$ cat config.mk
export PLATFORM = sky130hd
export DESIGN_NAME = base64_stream_encoder_flat
export DESIGN_NICKNAME = d
export VERILOG_FILES = /design/src/design/b64enc_pkg.sv /design/src/design/b64enc_in_if.sv /design/src/design/b64enc_out_if.sv /design/src/design/base64_stream_encoder.sv /design/src/design/b64enc_front.sv /design/src/design/b64enc_queue.sv /design/src/design/b64enc_back.sv /design/src/flat_wrapper.sv
export SDC_FILE = /design/constraint.sdc
export NUM_CORES = 1
export LEC_CHECK = 0
export BUFFER_PORTS_ARGS = -buffer_cell sky130_fd_sc_hd__buf_4
export CAP_MARGIN = 20
export CORE_MARGIN = 10
export CORE_UTILIZATION = 35
export CTS_CLUSTER_SIZE = 28
export DETAILED_ROUTE_END_ITERATION = 10
export PLACE_DENSITY = 0.57
export SKIP_LAST_GASP = 1
export SLEW_MARGIN = 20
export SYNTH_ARGS = -nofsm -noshare
export SYNTH_HDL_FRONTEND = slang
export SYNTH_SLANG_ARGS = --single-unit
$ cat constraint.sdc
create_clock -name clk -period 2.7 [get_ports clk]
set_clock_uncertainty 0.2 [all_clocks]
set_input_delay 0.135 -clock clk [delete_from_list [all_inputs] [get_ports clk]]
set_output_delay 0.135 -clock clk [all_outputs]
set_load 0.05 [all_outputs]
$ cat src/design/b64enc_pkg.sv
// Package: shared types, constants and the symbol alphabet of the base64 stream encoder.
`timescale 1ns / 1ps
package b64enc_pkg;

  localparam int unsigned QueueDepth = 2;
  localparam int unsigned MaxChars   = 4;
  localparam logic [6:0]  PadChar    = 7'd61;

  typedef logic [6:0] char_t;
  typedef logic [5:0] sym_t;

  typedef struct packed {
    char_t [MaxChars-1:0] chars;
    logic  [1:0]          last_idx;
    logic                 eom;
  } job_t;

  function automatic char_t sym_to_char(input sym_t sym);
    char_t c;
    case (sym) inside
      [6'd0:6'd25]:  c = 7'(7'd90 - 7'(sym));
      [6'd26:6'd51]: c = 7'(7'd122 - 7'(sym - 6'd26));
      6'd52:         c = 7'd48;
      [6'd53:6'd61]: c = 7'(7'd57 - 7'(sym - 6'd53));
      6'd62:         c = 7'd43;
      default:       c = 7'd47;
    endcase
    return c;
  endfunction

endpackage

$ cat src/design/b64enc_in_if.sv
// Interface: byte input channel with valid/ready handshake.
`timescale 1ns / 1ps
interface b64enc_in_if;
  logic       valid;
  logic       ready;
  logic [7:0] data_byte;
  logic       end_of_message;

  modport source (output valid, output data_byte, output end_of_message, input ready);
  modport sink   (input valid, input data_byte, input end_of_message, output ready);
endinterface

$ cat src/design/b64enc_out_if.sv
// Interface: character output channel with valid/ready handshake.
`timescale 1ns / 1ps
interface b64enc_out_if;
  logic       valid;
  logic       ready;
  logic [6:0] out_char;
  logic       final_char;

  modport source (output valid, output out_char, output final_char, input ready);
  modport sink   (input valid, input out_char, input final_char, output ready);
endinterface

$ cat src/design/base64_stream_encoder.sv
// Top level of the base64 stream encoder.
// Encodes a byte stream into base64 characters over a reordered alphabet
// (Z..A, z..a, 0 9..1, +, /), one character per cycle on the output channel
// while it is ready. A byte yields one character at group positions one
// and two and two at position three; the last byte of a message that ends
// inside a group also emits the zero-filled remainder symbol and '=' pads
// up to four characters, and final_char marks the last character of the
// message. The character emitter sets the rate: it holds a byte's job until
// it has put out all its characters (1, 2, 3 or 4): on long streams four
// characters for every three bytes, two for the byte that closes a group. A
// job queue lets bytes be taken while earlier characters still drain.
`timescale 1ns / 1ps
module base64_stream_encoder #(
  parameter int unsigned QueueDepth = b64enc_pkg::QueueDepth
) (
  input logic         clk,
  input logic         rst_n,
  b64enc_in_if.sink   in_ch,
  b64enc_out_if.source out_ch
);

  logic             f_valid, f_ready, q_valid, q_ready;
  b64enc_pkg::job_t f_job, q_job;

  b64enc_front u_front (
    .clk               (clk),
    .rst_n             (rst_n),
    .in_valid          (in_ch.valid),
    .in_ready          (in_ch.ready),
    .in_data_byte      (in_ch.data_byte),
    .in_end_of_message (in_ch.end_of_message),
    .job_valid         (f_valid),
    .job_ready         (f_ready),
    .job               (f_job)
  );

  b64enc_queue #(.Depth(QueueDepth)) u_queue (
    .clk        (clk),
    .rst_n      (rst_n),
    .push_valid (f_valid),
    .push_ready (f_ready),
    .push_job   (f_job),
    .pop_valid  (q_valid),
    .pop_ready  (q_ready),
    .pop_job    (q_job)
  );

  b64enc_back u_back (
    .clk       (clk),
    .rst_n     (rst_n),
    .job_valid (q_valid),
    .job_ready (q_ready),
    .job       (q_job),
    .out_valid (out_ch.valid),
    .out_ready (out_ch.ready),
    .out_char  (out_ch.out_char),
    .out_final (out_ch.final_char)
  );

endmodule

$ cat src/design/b64enc_front.sv
// Front end: accepts bytes, tracks group phase and leftover bits, builds character jobs.
`timescale 1ns / 1ps
module b64enc_front (
  input  logic             clk,
  input  logic             rst_n,
  input  logic             in_valid,
  output logic             in_ready,
  input  logic [7:0]       in_data_byte,
  input  logic             in_end_of_message,
  output logic             job_valid,
  input  logic             job_ready,
  output b64enc_pkg::job_t job
);

  logic [1:0]       phase_r, phase_nxt;
  logic [3:0]       left_r, left_nxt;
  b64enc_pkg::sym_t s0, s1;
  logic             take;

  assign in_ready  = job_ready;
  assign job_valid = in_valid;
  assign take      = in_valid && job_ready;

  always_comb begin
    s0        = '0;
    s1        = '0;
    phase_nxt = phase_r;
    left_nxt  = left_r;
    job.chars = '0;
    job.eom   = in_end_of_message;
    case (phase_r)
      2'd1: begin
        s0           = {left_r[1:0], in_data_byte[7:4]};
        s1           = {in_data_byte[3:0], 2'b00};
        left_nxt     = in_data_byte[3:0];
        phase_nxt    = 2'd2;
        job.chars[0] = b64enc_pkg::sym_to_char(s0);
        job.chars[1] = b64enc_pkg::sym_to_char(s1);
        job.chars[2] = b64enc_pkg::PadChar;
        job.last_idx = in_end_of_message ? 2'd2 : 2'd0;
      end
      2'd2: begin
        s0           = {left_r, in_data_byte[7:6]};
        s1           = in_data_byte[5:0];
        left_nxt     = '0;
        phase_nxt    = 2'd0;
        job.chars[0] = b64enc_pkg::sym_to_char(s0);
        job.chars[1] = b64enc_pkg::sym_to_char(s1);
        job.last_idx = 2'd1;
      end
      default: begin
        s0           = in_data_byte[7:2];
        s1           = {in_data_byte[1:0], 4'b0000};
        left_nxt     = {2'b00, in_data_byte[1:0]};
        phase_nxt    = 2'd1;
        job.chars[0] = b64enc_pkg::sym_to_char(s0);
        job.chars[1] = b64enc_pkg::sym_to_char(s1);
        job.chars[2] = b64enc_pkg::PadChar;
        job.chars[3] = b64enc_pkg::PadChar;
        job.last_idx = in_end_of_message ? 2'd3 : 2'd0;
      end
    endcase
    if (in_end_of_message) begin
      phase_nxt = 2'd0;
      left_nxt  = '0;
    end
  end

  always_ff @(posedge clk) begin
    if (!rst_n) begin
      phase_r <= 2'd0;
      left_r  <= '0;
    end else if (take) begin
      phase_r <= phase_nxt;
      left_r  <= left_nxt;
    end
  end

endmodule

$ cat src/design/b64enc_queue.sv
// Job queue: short FIFO between the front end and the character emitter.
`timescale 1ns / 1ps
module b64enc_queue #(
  parameter int unsigned Depth = b64enc_pkg::QueueDepth
) (
  input  logic             clk,
  input  logic             rst_n,
  input  logic             push_valid,
  output logic             push_ready,
  input  b64enc_pkg::job_t push_job,
  output logic             pop_valid,
  input  logic             pop_ready,
  output b64enc_pkg::job_t pop_job
);

  localparam int unsigned PtrW = (Depth > 1) ? $clog2(Depth) : 1;
  localparam int unsigned CntW = $clog2(Depth + 1);
  localparam logic [PtrW-1:0] LastPtr = PtrW'(Depth - 1);

  b64enc_pkg::job_t    mem_r [Depth];
  logic [PtrW-1:0]     wptr_r, rptr_r;
  logic [CntW-1:0]     cnt_r;
  logic                do_push, do_pop;

  assign push_ready = (cnt_r != CntW'(Depth));
  assign pop_valid  = (cnt_r != '0);
  assign pop_job    = mem_r[rptr_r];
  assign do_push    = push_valid && push_ready;
  assign do_pop     = pop_valid && pop_ready;

  always_ff @(posedge clk) begin
    if (do_push) begin
      mem_r[wptr_r] <= push_job;
    end
  end

  always_ff @(posedge clk) begin
    if (!rst_n) begin
      wptr_r <= '0;
      rptr_r <= '0;
      cnt_r  <= '0;
    end else begin
      if (do_push) begin
        wptr_r <= (wptr_r == LastPtr) ? '0 : PtrW'(wptr_r + 1'b1);
      end
      if (do_pop) begin
        rptr_r <= (rptr_r == LastPtr) ? '0 : PtrW'(rptr_r + 1'b1);
      end
      if (do_push && !do_pop) begin
        cnt_r <= CntW'(cnt_r + 1'b1);
      end else if (do_pop && !do_push) begin
        cnt_r <= CntW'(cnt_r - 1'b1);
      end
    end
  end

endmodule

$ cat src/design/b64enc_back.sv
// Back end: walks each job one character per cycle into the output register while the output is ready.
`timescale 1ns / 1ps
module b64enc_back (
  input  logic             clk,
  input  logic             rst_n,
  input  logic             job_valid,
  output logic             job_ready,
  input  b64enc_pkg::job_t job,
  output logic             out_valid,
  input  logic             out_ready,
  output logic [6:0]       out_char,
  output logic             out_final
);

  logic [1:0] idx_r;
  logic       ovalid_r;
  logic [6:0] char_r;
  logic       final_r;
  logic       load, at_end;

  assign load      = job_valid && (!ovalid_r || out_ready);
  assign at_end    = (idx_r == job.last_idx);
  assign job_ready = load && at_end;
  assign out_valid = ovalid_r;
  assign out_char  = char_r;
  assign out_final = final_r;

  always_ff @(posedge clk) begin
    if (load) begin
      char_r  <= job.chars[idx_r];
      final_r <= job.eom && at_end;
    end
  end

  always_ff @(posedge clk) begin
    if (!rst_n) begin
      ovalid_r <= 1'b0;
      idx_r    <= '0;
    end else begin
      if (load) begin
        ovalid_r <= 1'b1;
        idx_r    <= at_end ? 2'd0 : 2'(idx_r + 1'b1);
      end else if (out_ready) begin
        ovalid_r <= 1'b0;
      end
    end
  end

endmodule
$ cat src/flat_wrapper.sv
// flat-port wrapper written by rule: the top's interface ports become plain ports
module base64_stream_encoder_flat 
#(
  parameter int unsigned QueueDepth = b64enc_pkg::QueueDepth
)
  (clk, rst_n, in_ch_valid, in_ch_data_byte, in_ch_end_of_message, in_ch_ready, out_ch_valid, out_ch_out_char, out_ch_final_char, out_ch_ready);
  b64enc_in_if in_ch_i ();
  b64enc_out_if out_ch_i ();
  input logic clk;
  input logic rst_n;
  input wire logic [$bits(in_ch_i.valid)-1:0] in_ch_valid;
  input wire logic [$bits(in_ch_i.data_byte)-1:0] in_ch_data_byte;
  input wire logic [$bits(in_ch_i.end_of_message)-1:0] in_ch_end_of_message;
  output wire logic [$bits(in_ch_i.ready)-1:0] in_ch_ready;
  output wire logic [$bits(out_ch_i.valid)-1:0] out_ch_valid;
  output wire logic [$bits(out_ch_i.out_char)-1:0] out_ch_out_char;
  output wire logic [$bits(out_ch_i.final_char)-1:0] out_ch_final_char;
  input wire logic [$bits(out_ch_i.ready)-1:0] out_ch_ready;
  assign in_ch_i.valid = in_ch_valid;
  assign in_ch_i.data_byte = in_ch_data_byte;
  assign in_ch_i.end_of_message = in_ch_end_of_message;
  assign in_ch_ready = in_ch_i.ready;
  assign out_ch_valid = out_ch_i.valid;
  assign out_ch_out_char = out_ch_i.out_char;
  assign out_ch_final_char = out_ch_i.final_char;
  assign out_ch_i.ready = out_ch_ready;
  base64_stream_encoder #(.QueueDepth(QueueDepth)) u_core (.clk(clk), .rst_n(rst_n), .in_ch(in_ch_i), .out_ch(out_ch_i));
endmodule
==> results of run 1 <==
[routing by layer]
layer / wire [um] / global-route usage [%] / up-vias
met5: 0 / 0 / -
met4: 344 / 6.48 / 0
met3: 684 / 1.94 / 24
met2: 7240 / 25.4 / 146
met1: 7050 / 20.4 / 2250
li1: - / - / 2262
[worst min path at each step]
stage	startpoint	endpoint	slack [ns]	cells after the start
6_report	out_ch_ready	u_core.u_back.out_valid	0.01	3
5_1_grt	out_ch_ready	u_core.u_back.out_valid	0.03	3
4_1_cts	out_ch_ready	u_core.u_back.out_valid	0.004	3
3_5_place_dp	in_ch_end_of_message	u_core.u_queue.mem_r[1][0]	0.20	1
3_3_place_gp	in_ch_end_of_message	u_core.u_queue.mem_r[1][0]	0.20	1
2_1_floorplan	in_ch_end_of_message	u_core.u_queue.mem_r[0][0]	0.03	0
[cells in the final DEF (no fill, tap or decap), drive strengths merged, types with 16 or more instances in the layout]
cell and count:
buf 105, edfxtp 46, a21oi 43, nand2 41
o21ai 39, nor2 29, inv 28, ha 27
xnor2 25, nor2b 17, nand3 16
[cell families after synthesis]
family | after synthesis
adders and majority gates | 27
AOI/OAI and AO/OA | 195
buffers and inverters | 73
and+or+nand+nor | 157
muxes | 15
DFF | 60
xor gates and xnor gates | 31
[power by group through the flow]
stage                     logic [mW]  clock network, mW  registers, mW
final                           1.58              0.978           1.36
after detailed placement        1.58                  0           1.38
after global routing            1.73               1.04           1.38
after global placement          1.57                  0           1.37
after CTS                       1.59               1.00           1.36
after floorplan                0.858                  0           1.59
[flip-flops by register name, summed over array words and instances (netlist names), named ones only]
register,cells
u_core.u_queue.wptr_r,1
u_core.u_back.idx_r,2
u_core.u_back.out_valid,1
u_core.u_back.out_char,7
u_core.u_front.left_r,4
u_core.u_back.out_final,1
u_core.u_queue.mem_r,38
u_core.u_queue.rptr_r,1
u_core.u_front.phase_r,2
u_core.u_queue.cnt_r,2
[layout make-up]
cell class / instances / share of cell area [%]
sequential: 60 / 27.3
tap: 180 / 3.69
inverter: 30 / 1.87
clock buffer: 9 / 3.69
clock inverter: 7 / 0.554
multi-input combinational: 425 / 49.7
timing repair buffer: 107 / 13.3
[what timing repair did]
item / 4_1_cts / 5_1_grt
hold buffers: 2 / 0
gates resized for setup: 0 / 1
endpoints found under the hold margin: 18 / 0
endpoints found under the setup margin: 0 / 2
[tightest hold or removal path: stages]
cell     delay [ns]
buf_4          0.07
nor2b_1        0.05
o31a_1         0.23
[through the flow]
step | cells | TNS (ns)
floorplan | 558 | -0.0219
global placement | 800 | -0.0754
detailed placement | 800 | -0.0902
CTS | 818 | 0
global route | 818 | 0
finish | 818 | 0
==> results_dict.tcl, run 1 <==
set metrics [dict create \
    pwr_density_cell_nw_per_um2 642 \
    crit_end "u_core.u_queue.mem_r[0][5]" \
    area_delta_synth_final_pct 22.1 \
    slowest_delay_ns 0.47 \
    drt_iter0_markers 448 \
    worst-path-buf-inv 2 \
    die_height_um 139 \
    routedWlPerCell_um 18.7 \
    first_global_vias 4718 \
    maxSlewViolCount 0 \
    r2r_slack_ns 0.20 \
    hp-class "input port to flip-flop" \
    synth-simple-area-share_pct 15.9 \
    synth_seq_cells 60 \
    yosysMostFrequentCell "edfxtp_1" \
    drtAntennaViolNets 0 \
    crit_fanout 12 \
    synthAdderAreaFrac_pct 6.77 \
    cp.depth 8 \
    irDropWorstVdd_v 0.000417 \
    grt_setup_unrepaired "no" \
    p_int_mw 2.51 \
    clock_sinks 60 \
    viasPerCell 5.72 \
    async_reset_ff_share_pct 0 \
    synthXorXnorAreaFrac_pct 5.44 \
    clock-root-buffer "clkbuf_16" \
    worst_slack_ns 0.200 \
    r2r-start "u_core.u_front.left_r[0]" \
    start_kind "flip-flop" \
    antenna-diode-count 0 \
    min_period_ns 2.50 \
    synth_cell_types 77 \
    power_switching_mw 1.41 \
    cts_buffer_depth 2 \
    finish.utilization_pct 43.8 \
    syn_area_per_cell_um2 8.95 \
    muxShareOfSynthArea_pct 5.01 \
    drc 0 \
    syn_area_um2 4990 \
    die_w_um 139 \
    yosys_warnings 0 \
    crit_required_ns 2.64 \
    multiInputGateArea_um2 3030 \
    place.gp.congestion 0.947 \
    htreeDepth 3 \
    cap_viol_max_count 0 \
    io_buffers 22 \
    coreArea_um2 13900 \
    synth_edf_count 46 \
    slowest_stage "dfxtp_2" \
    vias 4682 \
    final_area_um2 6100 \
    syn_nets 598 \
    cp_cell_sequence "buf_4, nand2_1, o311ai_0, buf_4, nor3_1, o31ai_1, a211oi_1, a32oi_1" \
    clk_latency_ns 0.33 \
    synth_area_leaders "edfxtp_1 (28%), ha_1 (6.8%), dfxtp_1 (5.6%)" \
    postCtsSetupBuffers 0 \
    power_frac_comb_pct 40.3 \
    slew_headroom_pct 65.9 \
    path_class "flip-flop to flip-flop" \
    overflow 0 \
    period_share_pct 92.6 \
    drive_gt1_share_pct 21.8 \
    numCtsBuffers 9 \
    max_freq_mhz 400 \
    place_area_um2 5820 \
    synth_top_cell_area_share_pct 27.7 \
    ys_top_cells_by_count "edfxtp_1 (46), a21oi_1 (43), nand2_1 (41)" \
    dp_slack_ns -0.0451 \
    crit_top_cell "buf_4" \
    clk_pin_slew_ns 0.05 \
    start_util_pct 35.8 \
    grt_first_pass_wirelength_um 25100 \
    antenna_found_initial 0 \
    io_pins 23 \
    cp_top_family "compound AO/OA/AOI/OAI gates" \
    setup_viol 0 \
    pwr-share-seq_pct 34.7 \
    grtUsageTotal_pct 15.6 \
    p_leak_nw 2.32 \
    status "finished clean" \
    regArea_um2 1660 \
    reg2reg_to "u_core.u_queue.mem_r[0][5]" \
    swShare_pct 36.0 \
    synthFlopType "edfxtp_1" \
    row_count 43 \
    synth_compound_area_share_pct 27.5 \
    hold_violations 0 \
    netlist_instances 558 \
    synth_top_family_by_area "compound AO/OA/AOI/OAI gates" \
    cts_tree "done" \
    layout.nets 673 \
    whs_ns 0.0110 \
    die_area_um2 19400 \
    dpl.hpwl_um 11800 \
    drt-total-wl_um 15300 \
    power_mw 3.92 \
    critical_path.startpoint "u_core.u_front.left_r[0]" \
    arrival_ns 2.44 \
    grt_max_degree 20 \
    tightest_slew_ns 0.505 \
    drt-pass1-iter-count 5 \
    yosys.area.top_type "edfxtp_1" \
    critPathCaptureType "flip-flop" \
    clockPowerShare_pct 25.0 \
    r2r_cells 8 \
    synth.yosys.seq_area_share_pct 33.3 \
    nFillCells 1355 \
]
No activity file was read; power rests on OpenSTA's default activity.
==> run 2: changes to the inputs <==
--- a/config.mk
+++ b/config.mk
@@ -11,7 +11,6 @@
 export CORE_UTILIZATION = 35
 export CTS_CLUSTER_SIZE = 28
 export DETAILED_ROUTE_END_ITERATION = 10
-export PLACE_DENSITY = 0.57
 export SKIP_LAST_GASP = 1
 export SLEW_MARGIN = 20
 export SYNTH_ARGS = -nofsm -noshare
==> run 2 against run 1 <==
  * Combinational power barely moved
  * Non-clock buffer count fell by 12
  * Die area did not move
  * Sequential power barely moved
  * Power rose by 3.7%
  * Final area fell by 0.57%
  * Via count rose by 1.5%
  * Utilization fell by 0.25 points
  * Worst setup slack got worse by 0.065 ns
  * Final cell count fell by 1.5%
  * Sequential share of layout area rose by 0.14 points
==> results_dict.tcl, run 2 (synthesis results as in run 1) <==
set metrics [dict create \
    status "finished clean" \
    drtAntennaViolNets 0 \
    die_height_um 139 \
    die_w_um 139 \
    grtUsageTotal_pct 15.0 \
    critical_path.startpoint "u_core.u_front.left_r[0]" \
    overflow 0 \
    die_area_um2 19400 \
    clock_sinks 60 \
    clk_pin_slew_ns 0.05 \
    r2r_cells 8 \
    routed-wl-met3_um 1040 \
    row_count 43 \
    hp-class "input port to flip-flop" \
    highest_layer "met4" \
    drt-pass1-iter-count 5 \
    antenna-diode-count 0 \
    multiInputGateArea_um2 3040 \
    largest_reg_flops 38 \
    io_pins 23 \
    place_area_um2 5730 \
    cts_buffer_depth 2 \
    instances_no_fill 806 \
    arrival_ns 2.45 \
    drt_iter0_markers 446 \
    grt_first_pass_wirelength_um 24200 \
    dpl.hpwl_um 11500 \
    setup_viol 0 \
    final_common_cell "buf_4" \
    antenna_found_initial 0 \
    hp-start "out_ch_ready" \
    routedWlPerCell_um 18.8 \
    area_delta_synth_final_pct 21.4 \
    numCtsBuffers 9 \
    coreArea_um2 13900 \
    p_leak_nw 2.29 \
    crit_fanout 8 \
    htreeDepth 3 \
    vias 4750 \
    critPathCaptureType "flip-flop" \
    irDropWorstVdd_v 0.000461 \
    path_class "flip-flop to flip-flop" \
    crit_required_ns 2.59 \
    wl_met2_um 7390 \
    drc 0 \
    clock-root-buffer "clkbuf_16" \
    regMostFlops "u_core.u_queue.mem_r" \
    start_util_pct 35.8 \
    clk_latency_ns 0.32 \
    place.gp.congestion 0.972 \
    hold_path_depth 3 \
    min_period_ns 2.56 \
    cts_tree "done" \
    pwr_density_cell_nw_per_um2 670 \
    drive_gt1_share_pct 20.6 \
    layout.cells.most_common_list "buf_4 (93), edfxtp_1 (46), a21oi_1 (43)" \
    start_kind "flip-flop" \
    io_buffers 22 \
    regArea_um2 1660 \
    grt_setup_unrepaired "no" \
    dp_cells 788 \
    grt_max_degree 20 \
    period_share_pct 95.0 \
    drt-total-wl_um 15100 \
    first_global_vias 4581 \
    nFillCells 1331 \
    whs_ns 0.0182 \
    final_area_um2 6060 \
    layout.nets 661 \
    met1Wirelength_um 6440 \
    power_mw 4.06 \
    tightest_slew_ns 0.547 \
    dp_slack_ns -0.263 \
    slew_headroom_pct 63.3 \
    viasPerCell 5.89 \
    max_freq_mhz 390 \
    maxSlewViolCount 0 \
    r2r-start "u_core.u_front.left_r[0]" \
    postCtsSetupBuffers 0 \
    cap_viol_max_count 0 \
    hold_violations 0 \
    worst_slack_ns 0.136 \
]
## run 2: area by class of cell
cell class / count / share of cell area, %
Multi-Input combinational cell: 425 / 50.1
Sequential cell: 60 / 27.4
Timing Repair Buffer: 95 / 11.8
Clock buffer: 13 / 4.83
Tap cell: 180 / 3.72
Inverter: 30 / 1.88
Clock inverter: 3 / 0.248
## run 2: timing repair
item	CTS	global route
endpoints found under the setup margin	0	4
hold buffers	2	0
resized for setup	0	2
endpoints found under the hold margin	16	0
## run 2: power by group
part	switching (mW)	internal, mW	leakage [nW]
Combinational	0.954	0.616	1.60
Sequential	0.0913	1.27	0.539
Clock	0.381	0.752	0.156
Total	1.43	2.64	2.29
## run 2: final timing paths
path	to	slack, ns
max	u_core.u_queue.mem_r[0][7]	0.14
min	u_core.u_back.out_valid	0.02
max reg2reg	u_core.u_queue.mem_r[0][7]	0.14
min reg2reg	u_core.u_queue.cnt_r[1]	0.34
## run 2: layer usage
| metal | up-vias | GRT usage, % |
|---|---|---|
| li1 | 2235 | - |
| met1 | 2284 | 19.0 |
| met2 | 209 | 25.0 |
| met3 | 22 | 2.89 |
| met4 | 0 | 4.67 |
| met5 | - | 0 |
## run 2: stage by stage
step	utilization [%]	TNS [ns]
after detailed placement	41.1	-0.527
after floorplan	-	-0.0219
after global routing	43.5	0
after global placement	41.1	-0.543
after CTS	43.4	0
final	43.5	0
## run 2: critical path: stages, from the launching register on
cell and delay [ns]:
dfxtp_1 0.48, buf_4 0.22, nor2b_1 0.14, nand4_1 0.15
nand2_1 0.14, buf_4 0.12, a21oi_1 0.03, or4_1 0.47
a41oi_1 0.37
